### src/design/triple_box_blur_row_defines.svh
// Assertion macros shared by the blur row design.
`ifndef TRIPLE_BOX_BLUR_ROW_DEFINES_SVH
`define TRIPLE_BOX_BLUR_ROW_DEFINES_SVH

// Same-cycle implication, checked on every rising clock edge out of reset.
`define TBBR_ASSERT_IMPLIES(lbl, ante, cons, msg) \
  lbl: assert property (@(posedge clk_i) disable iff (!rst_ni) (ante) |-> (cons)) \
    else $error(msg);

// Next-cycle implication, checked on every rising clock edge out of reset.
`define TBBR_ASSERT_NEXT(lbl, ante, cons, msg) \
  lbl: assert property (@(posedge clk_i) disable iff (!rst_ni) (ante) |=> (cons)) \
    else $error(msg);

`endif

### src/design/tbbr_pkg.sv
// Types, constants and lookup functions for the triple box blur row.
`timescale 1ns / 1ps

package tbbr_pkg;

  // Geometry of the filter and of the pixel format.
  localparam int MAX_BOX_WIDTH = 16;
  localparam int MAX_ROW_WIDTH = 1024;
  localparam int CHANNEL_BITS  = 5;
  localparam int NUM_CH        = 3;
  localparam int PIXEL_BITS    = NUM_CH * CHANNEL_BITS;
  localparam int SCALE_SHIFT   = 14;

  // Register and internal widths.
  localparam int BOX_BITS     = 5;
  localparam int ROW_BITS     = 11;
  localparam int IDX_BITS     = 4;
  localparam int POS_BITS     = 12;
  localparam int S1_BITS      = 9;
  localparam int S2_BITS      = 13;
  localparam int S3_BITS      = 17;
  localparam int SCALE_BITS   = 15;
  localparam int CFG_IDX_BITS = 2;
  localparam int CFG_BITS     = 15;
  localparam int PROD_BITS    = SCALE_BITS + S3_BITS;

  localparam logic [CHANNEL_BITS-1:0] CH_MAX = 5'h1F;

  // Values after reset.
  localparam int RESET_BOX_INT = 3;
  localparam int RESET_HALF    = 3 * RESET_BOX_INT / 2 - 1;
  localparam int RESET_CUBE    = RESET_BOX_INT * RESET_BOX_INT * RESET_BOX_INT;
  localparam logic [BOX_BITS-1:0]   RESET_BOX_WIDTH = BOX_BITS'(RESET_BOX_INT);
  localparam logic [ROW_BITS-1:0]   RESET_ROW_WIDTH = 11'd640;
  localparam logic [PIXEL_BITS-1:0] RESET_BACK      = '0;
  localparam logic signed [POS_BITS-1:0] RESET_POS  = POS_BITS'(-(RESET_HALF + 5));
  localparam logic [S3_BITS-1:0]    RESET_HALF_CUBE = S3_BITS'(RESET_CUBE / 2);
  localparam logic [SCALE_BITS-1:0] RESET_SCALE     = SCALE_BITS'(16384 / RESET_CUBE);

  // Configuration register indexes.
  typedef enum logic [CFG_IDX_BITS-1:0] {
    CFG_BOX_WIDTH  = 2'd0,
    CFG_ROW_WIDTH  = 2'd1,
    CFG_BACK_COLOR = 2'd2
  } cfg_idx_e;

  // Channel payloads.
  typedef struct packed {
    logic [PIXEL_BITS-1:0] src_pixel;
    logic                  frame_start;
  } in_item_t;

  typedef struct packed {
    logic [PIXEL_BITS-1:0] out_pixel;
    logic                  row_end;
  } out_item_t;

  // One step as decided at acceptance.
  typedef struct packed {
    logic [PIXEL_BITS-1:0] pix;
    logic [IDX_BITS-1:0]   idx;
    logic                  frame_start;
    logic                  emit;
    logic                  last;
    logic [S3_BITS-1:0]    half_cube;
    logic [SCALE_BITS-1:0] scale;
  } step_t;

  // One entry of the delay memory: all three rings of all channels.
  typedef struct packed {
    logic [NUM_CH-1:0][CHANNEL_BITS-1:0] raw;
    logic [NUM_CH-1:0][S1_BITS-1:0]      s1;
    logic [NUM_CH-1:0][S2_BITS-1:0]      s2;
  } delay_word_t;

  // Memory port controls.
  typedef struct packed {
    logic                rd_en;
    logic [IDX_BITS-1:0] rd_addr;
    logic                wr_en;
    logic [IDX_BITS-1:0] wr_addr;
    logic                clear;
  } mem_req_t;

  // Third sums waiting for the scale multiply.
  typedef struct packed {
    logic [NUM_CH-1:0][S3_BITS-1:0] third;
    logic [SCALE_BITS-1:0]          scale;
    logic                           row_end;
  } prod_t;

  // Pipeline status seen by the top level.
  typedef struct packed {
    logic                a_valid;
    logic                a_adv;
    logic                a_emit;
    logic                a_frame_start;
    logic [IDX_BITS-1:0] a_idx;
    logic                p_valid;
  } stage_stat_t;

  // 16384 / w^3, indexed by w - 1.
  function automatic logic [SCALE_BITS-1:0] scale_lut(input logic [IDX_BITS-1:0] wm1);
    logic [SCALE_BITS-1:0] r;
    case (wm1)
      4'd0:    r = 15'd16384;
      4'd1:    r = 15'd2048;
      4'd2:    r = 15'd606;
      4'd3:    r = 15'd256;
      4'd4:    r = 15'd131;
      4'd5:    r = 15'd75;
      4'd6:    r = 15'd47;
      4'd7:    r = 15'd32;
      4'd8:    r = 15'd22;
      4'd9:    r = 15'd16;
      4'd10:   r = 15'd12;
      4'd11:   r = 15'd9;
      4'd12:   r = 15'd7;
      4'd13:   r = 15'd5;
      4'd14:   r = 15'd4;
      default: r = 15'd4;
    endcase
    return r;
  endfunction

  // w^3 / 2 rounded down, indexed by w - 1.
  function automatic logic [S3_BITS-1:0] half_cube_lut(input logic [IDX_BITS-1:0] wm1);
    logic [S3_BITS-1:0] r;
    case (wm1)
      4'd0:    r = 17'd0;
      4'd1:    r = 17'd4;
      4'd2:    r = 17'd13;
      4'd3:    r = 17'd32;
      4'd4:    r = 17'd62;
      4'd5:    r = 17'd108;
      4'd6:    r = 17'd171;
      4'd7:    r = 17'd256;
      4'd8:    r = 17'd364;
      4'd9:    r = 17'd500;
      4'd10:   r = 17'd665;
      4'd11:   r = 17'd864;
      4'd12:   r = 17'd1098;
      4'd13:   r = 17'd1372;
      4'd14:   r = 17'd1687;
      default: r = 17'd2048;
    endcase
    return r;
  endfunction

endpackage

### src/design/tbbr_delay_store.sv
// Delay line memory with per-entry valid bits and write-to-read forwarding.
`timescale 1ns / 1ps

module tbbr_delay_store (
  input  logic                  clk_i,
  input  logic                  rst_ni,
  input  tbbr_pkg::mem_req_t    req_i,
  input  tbbr_pkg::delay_word_t wr_data_i,
  output tbbr_pkg::delay_word_t rd_data_o
);
  import tbbr_pkg::*;

  delay_word_t                mem_q [MAX_BOX_WIDTH];
  delay_word_t                rd_data_q;
  delay_word_t                fwd_data_q;
  logic                       fwd_q;
  logic [IDX_BITS-1:0]        rd_addr_q;
  logic [MAX_BOX_WIDTH-1:0]   vld_q, vld_d;

  // Memory array: one write and one registered read per cycle.
  always_ff @(posedge clk_i) begin
    if (req_i.wr_en) begin
      mem_q[req_i.wr_addr] <= wr_data_i;
    end
    if (req_i.rd_en) begin
      rd_data_q  <= mem_q[req_i.rd_addr];
      rd_addr_q  <= req_i.rd_addr;
      fwd_data_q <= wr_data_i;
    end
  end

  // Valid bits: a frame start clears them all, a write marks its entry.
  always_comb begin
    vld_d = vld_q;
    if (req_i.clear) begin
      vld_d = '0;
    end else if (req_i.wr_en) begin
      vld_d[req_i.wr_addr] = 1'b1;
    end
  end

  always_ff @(posedge clk_i or negedge rst_ni) begin
    if (!rst_ni) begin
      vld_q <= '0;
      fwd_q <= 1'b0;
    end else begin
      vld_q <= vld_d;
      if (req_i.rd_en) begin
        fwd_q <= req_i.wr_en && !req_i.clear && (req_i.wr_addr == req_i.rd_addr);
      end
    end
  end

  // A read that met a write to the same entry takes the written word.
  always_comb begin
    if (fwd_q) begin
      rd_data_o = fwd_data_q;
    end else if (vld_q[rd_addr_q]) begin
      rd_data_o = rd_data_q;
    end else begin
      rd_data_o = '0;
    end
  end

endmodule

### src/design/tbbr_step_ctrl.sv
// Configuration registers, row position, ring index and scale latch.
`timescale 1ns / 1ps

module tbbr_step_ctrl (
  input  logic                                  clk_i,
  input  logic                                  rst_ni,
  input  logic                                  cfg_valid_i,
  output logic                                  cfg_ready_o,
  input  logic [tbbr_pkg::CFG_IDX_BITS-1:0]     cfg_index_i,
  input  logic [tbbr_pkg::CFG_BITS-1:0]         cfg_data_i,
  input  logic                                  accept_i,
  input  tbbr_pkg::in_item_t                    in_data_i,
  output tbbr_pkg::step_t                       step_o
);
  import tbbr_pkg::*;

  logic [BOX_BITS-1:0]          box_width_q;
  logic [ROW_BITS-1:0]          row_width_q;
  logic [PIXEL_BITS-1:0]        back_color_q;
  logic [IDX_BITS-1:0]          ring_q, ring_d;
  logic signed [POS_BITS-1:0]   pos_q, pos_d;
  logic [SCALE_BITS-1:0]        scale_q;

  logic [BOX_BITS-1:0]          w;
  logic [IDX_BITS-1:0]          wm1;
  logic [BOX_BITS+1:0]          three_w;
  logic [BOX_BITS:0]            half;
  logic [ROW_BITS-1:0]          rw;
  logic signed [POS_BITS-1:0]   rw_s, use_w, p_init, p;
  logic [IDX_BITS-1:0]          idx;
  logic [BOX_BITS-1:0]          idx_inc;
  logic                         in_use, last;

  assign cfg_ready_o = 1'b1;

  // Effective widths, clamped into range.
  always_comb begin
    if (box_width_q == '0) begin
      w = BOX_BITS'(1);
    end else if (box_width_q > BOX_BITS'(MAX_BOX_WIDTH)) begin
      w = BOX_BITS'(MAX_BOX_WIDTH);
    end else begin
      w = box_width_q;
    end
    if (row_width_q == '0) begin
      rw = ROW_BITS'(1);
    end else if (row_width_q > ROW_BITS'(MAX_ROW_WIDTH)) begin
      rw = ROW_BITS'(MAX_ROW_WIDTH);
    end else begin
      rw = row_width_q;
    end
  end

  // Row geometry derived from the widths.
  assign wm1     = IDX_BITS'(w - BOX_BITS'(1));
  assign three_w = {2'b00, w} + {1'b0, w, 1'b0};
  assign half    = three_w[BOX_BITS+1:1] - (BOX_BITS+1)'(1);
  assign rw_s    = {1'b0, rw};
  assign use_w   = rw_s - POS_BITS'(half) - POS_BITS'(w[0]);
  assign p_init  = POS_BITS'(0) - POS_BITS'(half) - POS_BITS'(5);

  // A frame start makes this step the first of a fresh row.
  assign p       = in_data_i.frame_start ? p_init : pos_q;
  assign idx     = in_data_i.frame_start ? '0 : ring_q;
  assign in_use  = !p[POS_BITS-1] && (p < use_w);
  assign last    = p >= (rw_s - POS_BITS'(1));
  assign idx_inc = {1'b0, idx} + BOX_BITS'(1);
  assign ring_d  = (idx_inc >= w) ? '0 : idx_inc[IDX_BITS-1:0];
  assign pos_d   = last ? p_init : p + POS_BITS'(1);

  // Step descriptor handed to the update stage.
  always_comb begin
    step_o.pix         = in_use ? in_data_i.src_pixel : back_color_q;
    step_o.idx         = idx;
    step_o.frame_start = in_data_i.frame_start;
    step_o.emit        = !p[POS_BITS-1];
    step_o.last        = last;
    step_o.half_cube   = half_cube_lut(wm1);
    step_o.scale       = in_data_i.frame_start ? scale_lut(wm1) : scale_q;
  end

  // Registers: configuration writes and per-step control state.
  always_ff @(posedge clk_i or negedge rst_ni) begin
    if (!rst_ni) begin
      box_width_q  <= RESET_BOX_WIDTH;
      row_width_q  <= RESET_ROW_WIDTH;
      back_color_q <= RESET_BACK;
      ring_q       <= '0;
      pos_q        <= RESET_POS;
      scale_q      <= RESET_SCALE;
    end else begin
      if (cfg_valid_i) begin
        case (cfg_idx_e'(cfg_index_i))
          CFG_BOX_WIDTH:  box_width_q  <= cfg_data_i[BOX_BITS-1:0];
          CFG_ROW_WIDTH:  row_width_q  <= cfg_data_i[ROW_BITS-1:0];
          CFG_BACK_COLOR: back_color_q <= cfg_data_i[PIXEL_BITS-1:0];
          default: ;
        endcase
      end
      if (accept_i) begin
        ring_q <= ring_d;
        pos_q  <= pos_d;
        if (in_data_i.frame_start) begin
          scale_q <= step_o.scale;
        end
      end
    end
  end

endmodule

### src/design/tbbr_sum_update.sv
// Read-modify-write stage: running sums, delay memory update, sum hand-off.
`timescale 1ns / 1ps

module tbbr_sum_update (
  input  logic                   clk_i,
  input  logic                   rst_ni,
  input  logic                   accept_i,
  input  tbbr_pkg::step_t        step_i,
  output logic                   ready_o,
  output tbbr_pkg::mem_req_t     mem_req_o,
  output tbbr_pkg::delay_word_t  wr_data_o,
  input  tbbr_pkg::delay_word_t  rd_data_i,
  input  logic                   out_free_i,
  output logic                   prod_valid_o,
  output tbbr_pkg::prod_t        prod_o,
  output tbbr_pkg::stage_stat_t  stat_o
);
  import tbbr_pkg::*;

  step_t                          a_q;
  logic                           a_valid_q;
  logic                           a_adv;
  logic                           p_valid_q;
  logic                           p_free;
  prod_t                          p_q;
  logic [NUM_CH-1:0][S1_BITS-1:0] s1_q, n1;
  logic [NUM_CH-1:0][S2_BITS-1:0] s2_q, n2;
  logic [NUM_CH-1:0][S3_BITS-1:0] s3_q, n3;

  // Stage flow: the step in flight retires when its sums have a place to go.
  assign p_free  = !p_valid_q || out_free_i;
  assign a_adv   = a_valid_q && (!a_q.emit || p_free);
  assign ready_o = !a_valid_q || a_adv;

  // Memory port: read for a new step, re-read while a step waits.
  always_comb begin
    mem_req_o.rd_en   = accept_i || (a_valid_q && !a_adv);
    mem_req_o.rd_addr = accept_i ? step_i.idx : a_q.idx;
    mem_req_o.wr_en   = a_adv;
    mem_req_o.wr_addr = a_q.idx;
    mem_req_o.clear   = accept_i && step_i.frame_start;
  end

  // Three cascaded running sums per channel.
  always_comb begin
    for (int c = 0; c < NUM_CH; c++) begin
      logic [CHANNEL_BITS-1:0] v;
      logic [S1_BITS-1:0]      b1;
      logic [S2_BITS-1:0]      b2;
      logic [S3_BITS-1:0]      b3;
      v  = a_q.pix[(NUM_CH-1-c)*CHANNEL_BITS +: CHANNEL_BITS];
      b1 = a_q.frame_start ? '0 : s1_q[c];
      b2 = a_q.frame_start ? '0 : s2_q[c];
      b3 = a_q.frame_start ? a_q.half_cube : s3_q[c];
      n1[c] = b1 + S1_BITS'(v) - S1_BITS'(rd_data_i.raw[c]);
      n2[c] = b2 + S2_BITS'(n1[c]) - S2_BITS'(rd_data_i.s1[c]);
      n3[c] = b3 + S3_BITS'(n2[c]) - S3_BITS'(rd_data_i.s2[c]);
      wr_data_o.raw[c] = v;
      wr_data_o.s1[c]  = n1[c];
      wr_data_o.s2[c]  = n2[c];
    end
  end

  // Control state and sums.
  always_ff @(posedge clk_i or negedge rst_ni) begin
    if (!rst_ni) begin
      a_valid_q <= 1'b0;
      p_valid_q <= 1'b0;
      s1_q      <= '0;
      s2_q      <= '0;
      for (int c = 0; c < NUM_CH; c++) begin
        s3_q[c] <= RESET_HALF_CUBE;
      end
    end else begin
      if (accept_i) begin
        a_valid_q <= 1'b1;
      end else if (a_adv) begin
        a_valid_q <= 1'b0;
      end
      if (a_adv && a_q.emit) begin
        p_valid_q <= 1'b1;
      end else if (out_free_i) begin
        p_valid_q <= 1'b0;
      end
      if (a_adv) begin
        s1_q <= n1;
        s2_q <= n2;
        s3_q <= n3;
      end
    end
  end

  // Payload registers.
  always_ff @(posedge clk_i) begin
    if (accept_i) begin
      a_q <= step_i;
    end
    if (a_adv && a_q.emit) begin
      p_q.third   <= n3;
      p_q.scale   <= a_q.scale;
      p_q.row_end <= a_q.last;
    end
  end

  assign prod_valid_o = p_valid_q;
  assign prod_o       = p_q;

  always_comb begin
    stat_o.a_valid       = a_valid_q;
    stat_o.a_adv         = a_adv;
    stat_o.a_emit        = a_q.emit;
    stat_o.a_frame_start = a_q.frame_start;
    stat_o.a_idx         = a_q.idx;
    stat_o.p_valid       = p_valid_q;
  end

endmodule

### src/design/tbbr_scale_out.sv
// Scale multiply, saturation and the output register.
`timescale 1ns / 1ps

module tbbr_scale_out (
  input  logic                clk_i,
  input  logic                rst_ni,
  input  logic                prod_valid_i,
  input  tbbr_pkg::prod_t     prod_i,
  output logic                out_free_o,
  output logic                out_valid_o,
  input  logic                out_ready_i,
  output tbbr_pkg::out_item_t out_data_o
);
  import tbbr_pkg::*;

  logic                  out_valid_q;
  out_item_t             out_q;
  logic [PIXEL_BITS-1:0] pix;
  logic                  load;

  assign out_free_o = !out_valid_q || out_ready_i;
  assign load       = prod_valid_i && out_free_o;

  // Per channel: (scale * sum) >> 14, clipped to the channel maximum.
  always_comb begin
    for (int c = 0; c < NUM_CH; c++) begin
      logic [PROD_BITS-1:0]             m;
      logic [PROD_BITS-SCALE_SHIFT-1:0] q;
      m = PROD_BITS'(prod_i.scale) * PROD_BITS'(prod_i.third[c]);
      q = m[PROD_BITS-1:SCALE_SHIFT];
      if (|q[PROD_BITS-SCALE_SHIFT-1:CHANNEL_BITS]) begin
        pix[(NUM_CH-1-c)*CHANNEL_BITS +: CHANNEL_BITS] = CH_MAX;
      end else begin
        pix[(NUM_CH-1-c)*CHANNEL_BITS +: CHANNEL_BITS] = q[CHANNEL_BITS-1:0];
      end
    end
  end

  always_ff @(posedge clk_i or negedge rst_ni) begin
    if (!rst_ni) begin
      out_valid_q <= 1'b0;
    end else if (load) begin
      out_valid_q <= 1'b1;
    end else if (out_ready_i) begin
      out_valid_q <= 1'b0;
    end
  end

  always_ff @(posedge clk_i) begin
    if (load) begin
      out_q.out_pixel <= pix;
      out_q.row_end   <= prod_i.row_end;
    end
  end

  assign out_valid_o = out_valid_q;
  assign out_data_o  = out_q;

endmodule

### src/design/triple_box_blur_row.sv
// Triple box blur row: three cascaded box filters over RGB555 pixels along a row.
//
// Each input transaction is one step of the row; steps at non-negative positions
// produce one output transaction. The block takes one step per clock while input
// ready is high: every step reads and writes a 16-entry delay memory holding all
// three delay rings; the write of one step is forwarded to the read of the next
// when they hit the same entry. A result passes the memory read, registered at the
// edge that accepts its step, then the sum update into the sum stage and the scale
// multiply into the output register. A frame start does not stall the input:
// per-entry valid bits clear the delay memory at once. Input ready drops only when
// a result waits in the sum stage while the output register is not taken.
// Configuration writes are taken on every cycle.
`timescale 1ns / 1ps
`include "triple_box_blur_row_defines.svh"

module triple_box_blur_row (
  input  logic                              clk_i,
  input  logic                              rst_ni,
  input  logic                              in_valid_i,
  output logic                              in_ready_o,
  input  tbbr_pkg::in_item_t                in_data_i,
  output logic                              out_valid_o,
  input  logic                              out_ready_i,
  output tbbr_pkg::out_item_t               out_data_o,
  input  logic                              cfg_valid_i,
  output logic                              cfg_ready_o,
  input  logic [tbbr_pkg::CFG_IDX_BITS-1:0] cfg_index_i,
  input  logic [tbbr_pkg::CFG_BITS-1:0]     cfg_data_i
);
  import tbbr_pkg::*;

  logic        in_accept;
  logic        out_free;
  logic        prod_valid;
  step_t       step;
  mem_req_t    mem_req;
  delay_word_t wr_data;
  delay_word_t rd_data;
  prod_t       prod;
  stage_stat_t stat;
  logic        frame_acc;
  logic        frame_held;
  logic        out_stuck;
  logic        emit_adv;
  logic        a_stalled;
  logic        stall_rd_ok;

  assign in_accept = in_valid_i && in_ready_o;

  // Step decode and configuration.
  tbbr_step_ctrl u_ctrl (
    .clk_i       (clk_i),
    .rst_ni      (rst_ni),
    .cfg_valid_i (cfg_valid_i),
    .cfg_ready_o (cfg_ready_o),
    .cfg_index_i (cfg_index_i),
    .cfg_data_i  (cfg_data_i),
    .accept_i    (in_accept),
    .in_data_i   (in_data_i),
    .step_o      (step)
  );

  // Delay line memory.
  tbbr_delay_store u_store (
    .clk_i     (clk_i),
    .rst_ni    (rst_ni),
    .req_i     (mem_req),
    .wr_data_i (wr_data),
    .rd_data_o (rd_data)
  );

  // Running sum update.
  tbbr_sum_update u_update (
    .clk_i        (clk_i),
    .rst_ni       (rst_ni),
    .accept_i     (in_accept),
    .step_i       (step),
    .ready_o      (in_ready_o),
    .mem_req_o    (mem_req),
    .wr_data_o    (wr_data),
    .rd_data_i    (rd_data),
    .out_free_i   (out_free),
    .prod_valid_o (prod_valid),
    .prod_o       (prod),
    .stat_o       (stat)
  );

  // Scaling and output register.
  tbbr_scale_out u_out (
    .clk_i        (clk_i),
    .rst_ni       (rst_ni),
    .prod_valid_i (prod_valid),
    .prod_i       (prod),
    .out_free_o   (out_free),
    .out_valid_o  (out_valid_o),
    .out_ready_i  (out_ready_i),
    .out_data_o   (out_data_o)
  );

  // Conditions watched by the checks below.
  assign frame_acc   = in_accept && in_data_i.frame_start;
  assign frame_held  = stat.a_valid && stat.a_frame_start && (stat.a_idx == '0);
  assign out_stuck   = stat.p_valid && !out_free;
  assign emit_adv    = stat.a_adv && stat.a_emit;
  assign a_stalled   = stat.a_valid && !stat.a_adv;
  assign stall_rd_ok = mem_req.rd_en && (mem_req.rd_addr == stat.a_idx) && !mem_req.wr_en;

  // A frame start step always begins at ring entry zero.
  `TBBR_ASSERT_NEXT(a_frame_idx_chk, frame_acc, frame_held, "frame start not at entry zero")
  // A result must never retire into a sum stage that cannot drain.
  `TBBR_ASSERT_IMPLIES(p_overrun_chk, out_stuck, !emit_adv, "sum stage overwritten on stall")
  // A waiting step keeps reading its own entry so its data stays current.
  `TBBR_ASSERT_IMPLIES(stall_read_chk, a_stalled, stall_rd_ok, "stalled step lost its read")

endmodule

### config.mk
export PLATFORM = sky130hd
export DESIGN_NAME = triple_box_blur_row
export DESIGN_NICKNAME = d
export VERILOG_FILES = /design/src/design/tbbr_pkg.sv /design/src/design/tbbr_delay_store.sv /design/src/design/tbbr_step_ctrl.sv /design/src/design/tbbr_sum_update.sv /design/src/design/tbbr_scale_out.sv /design/src/design/triple_box_blur_row.sv
export VERILOG_INCLUDE_DIRS = /design/src /design/src/design
export SDC_FILE = /design/constraint.sdc
export NUM_CORES = 2
export LEC_CHECK = 0
export BUFFER_PORTS_ARGS = -buffer_cell sky130_fd_sc_hd__buf_2
export CORE_MARGIN = 2
export CORE_UTILIZATION = 65
export DETAILED_ROUTE_END_ITERATION = 8
export GPL_ROUTABILITY_DRIVEN = 0
export HOLD_SLACK_MARGIN = 0.15
export PLACE_DENSITY = 0.91
export SYNTH_ARGS = -nofsm -noshare
export SYNTH_HDL_FRONTEND = slang
export SYNTH_SLANG_ARGS = --single-unit
### constraint.sdc
create_clock -name clk_i -period 18.7 [get_ports clk_i]
set_input_delay 0.935 -clock clk_i [delete_from_list [all_inputs] [get_ports clk_i]]
set_output_delay 0.935 -clock clk_i [all_outputs]
set_load 0.02 [all_outputs]
==> metrics.cfg <==
[outcome]
status=finished with violations
failing_checks=design-rule violations, max-capacitance violations, max-slew violations

[sta]
post-route-worst-setup-slack_ns=8.29
rsz0062_at_grt=no
final_skew_ns=0.0697
timing_max_transition_violations_final=20
finalSetupViolations=0
period_needed_ns=10.41
timing.max_slew.rel_slack_pct=-1.59
setup_tns_ns=0
finalHoldViolations=0
max_slew.worst_pin.slew_ns=1.52
max_frequency_mhz=96.1
fin_crit_sh_pct=55.7

[synthesis]
synth_enable_flop_cells=1594
post_synth_instance_area_sq_um=103000
ys.warnings.count=0
synth_flop_cell=sky130_fd_sc_hd__edfxtp_1
ys_ff_latch=1793
synth.yosys.seq_area_share_pct=51.4
syn_avg_cell_area_sq_um=11.2
cells_after_synthesis=9148
synth_cell_types=97
postSynth.asyncResetShare_pct=11.1

[setup_path]
cp_data_arrival_time_ns=10.96
setup.worst_path.start=u_store.rd_addr_q[0]
timing.critical_path.slowest_cell_delay_ns=1.00
class_of_the_most_critical_setup_path=reg -> reg
crit-reg2reg-launch=u_store.rd_addr_q[0]
cp-end-kind=register
crit_path_top_delay_cell=sky130_fd_sc_hd__xor2_1
timing.critical_path.from_type=register
cp.required_ns=19.24
peak_fanout_along_the_critical_path=32

[drt]
route.detailed.vias_per_inst=6.83
detailedRoute.firstIterationViolations=12700
drcViolationCount=26
detail_route.first_pass.iterations=9
antenna_left=0
wl_microns=294000
avgRoutedWirePerCell_microns=26.1
via_count=76800

[cts]
cts_setup_buffers=0
worst_case_clock_buffer_depth=3
clk_root_buf=sky130_fd_sc_hd__clkbuf_16
post_cts_resized=0
postCtsHoldBufs=0
clk_latency_worst_skew_pair_ns=0.86
cts_num_sinks=1793
cts-htree-levels=4
cts_made_buffers=169
cts_tree=done
clkTransAtPathRegs_ns=0.06

[grt]
overflow=0
groute.usage.overall_pct=36.2
grt_pass1_wl_microns=450000
antenna_found_initial=8
grt_max_degree=186
grt_pass1_vias=80100

[worst_hold_path]
hold_path_class=in -> async

[floorplan]
floorplan.initialDensity_pct=65.6
standard_cell_row_count=145
die_height_microns=402
ios=57
floorplan.die_area_sq_um=161000
floorplan.core_area_sq_um=157000
die_width_microns=402

[placement]
detailedPlace.worstSlack_ns=8.95
half_perimeter_wire_length_after_placement_microns=161000
placement.io_buffers=55

[cells_and_area]
layout.nets=10200
layout-drive-gt1-share_pct=6.86
syn2layout_area_growth_pct=7.85

[flow_run]
max_cap_violations=1

## layer usage
metal	track usage, %	share of wire (%)
met1	43.2	31
met2	57.3	46
met3	10.2	15
met4	25.3	8.4
met5	0	0.021
## worst max-delay path: cells and delay by family, from the launching register on
kind,cells,cell delay [ns]
AO/OA/AOI/OAI,13,3.14
XOR/XNOR,3,1.26
adder cells (fa/ha/maj),7,2.84
buffers and inverters,2,0.30
flip-flops,1,0.51
multiplexers,2,1.48
AND/OR/NAND/NOR,4,0.51
## sequential cells by signal (all words and copies together), names as in the netlist, 5 cells and up
name and cells:
u_update.prod_o 67, u_store.fwd_data_q 81, u_ctrl.pos_q 12, u_ctrl.row_width_q 11, u_ctrl.box_width_q 5, u_store.vld_q 16, u_update.s3_q 51, u_update.s2_q 39
u_update.s1_q 27, u_update.wr_data_o 15, u_ctrl.back_color_q 15, u_store.mem_q 1296, u_store.rd_data_q 81, u_update.a_q 28, u_out.out_data_o 16, u_ctrl.scale_q 15
## cell type report
class,instances,area [sq um]
Timing Repair Buffer,207,1500
Clock buffer,226,4610
Clock inverter,90,1050
Fill cell,8976,45800
Multi-Input combinational cell,6073,45300
Sequential cell,1793,52900
Inverter,786,2970
Antenna cell,9,22.5
Tap cell,2058,2570
## synthesized netlist by cell type (73+ instances only)
cell type                  count  area (sq um)
sky130_fd_sc_hd__a21oi_1     202          1010
sky130_fd_sc_hd__nand2_1    1945          7300
sky130_fd_sc_hd__o21ai_0     176           881
sky130_fd_sc_hd__ha_1        453          5670
sky130_fd_sc_hd__edfxtp_1   1594         47900
sky130_fd_sc_hd__inv_1       782          2940
sky130_fd_sc_hd__dfrtp_1     171          4280
sky130_fd_sc_hd__and2_1      492          3080
sky130_fd_sc_hd__nor2_1      200           751
sky130_fd_sc_hd__and3_1      163          1020
sky130_fd_sc_hd__xnor2_1     130          1140
sky130_fd_sc_hd__nor2b_1      73           457
sky130_fd_sc_hd__nand3_1     693          3470
sky130_fd_sc_hd__fa_1        659         13200
sky130_fd_sc_hd__a31oi_1     102           638
sky130_fd_sc_hd__a311oi_1    164          1440
sky130_fd_sc_hd__clkbuf_1    455          1710
## logic make-up after synthesis
family,after synthesis,synth area share [%]
DFF,1793,51.4
AOI/OAI and AO/OA,919,6.02
other,1,0.00365
muxes,98,1.11
buffers and inverters,1283,4.72
and+or+nand+nor,3773,16.9
adders and majority gates,1112,18.3
xor gates and xnor gates,169,1.46
## layout by cell type (no fill, tap or decap), types with 146 or more instances in the layout
cell type | synthesis | final
sky130_fd_sc_hd__fa_1 | 659 | 659
sky130_fd_sc_hd__nor2_1 | 200 | 191
sky130_fd_sc_hd__inv_1 | 782 | 781
sky130_fd_sc_hd__edfxtp_1 | 1594 | 1594
sky130_fd_sc_hd__a21oi_1 | 202 | 201
sky130_fd_sc_hd__buf_4 | 3 | 146
sky130_fd_sc_hd__o21ai_0 | 176 | 176
sky130_fd_sc_hd__nand2_1 | 1945 | 1944
sky130_fd_sc_hd__and3_1 | 163 | 162
sky130_fd_sc_hd__ha_1 | 453 | 453
sky130_fd_sc_hd__and2_1 | 492 | 491
sky130_fd_sc_hd__clkbuf_16 | 0 | 172
sky130_fd_sc_hd__nand3_1 | 693 | 693
sky130_fd_sc_hd__a311oi_1 | 164 | 164
sky130_fd_sc_hd__dfrtp_1 | 171 | 170
## through the flow
step	instances	instance area [sq um]	util (%)	hold WS [ns]
CTS	11200	111000	70.7	0.151
floorplan	9149	103000	-	0.400
detailed placement	10900	105000	67.1	0.405
global route	11200	111000	70.7	0.196
global placement	10900	105000	67.1	0.403
finish	11200	111000	70.8	0.115
## final timing paths
| path | slack (ns) | endpoint | cells past startpoint |
|---|---|---|---|
| max | 8.29 | u_update.prod_o[66] | 31 |
| min reg2reg | 0.39 | u_update.prod_o[0] | 0 |
| min in group clk_i | 0.32 | u_ctrl.back_color_q[12] | 2 |
| max reg2reg | 8.29 | u_update.prod_o[66] | 31 |
| min | 0.12 | u_ctrl.back_color_q[11] | 1 |
| max in group asynchronous | 16.13 | u_update.s2_q[15] | 3 |
Power is left out: the tool's default activity adds up to more than one toggle a clock period on the data nets, which glitch-free logic cannot reach.
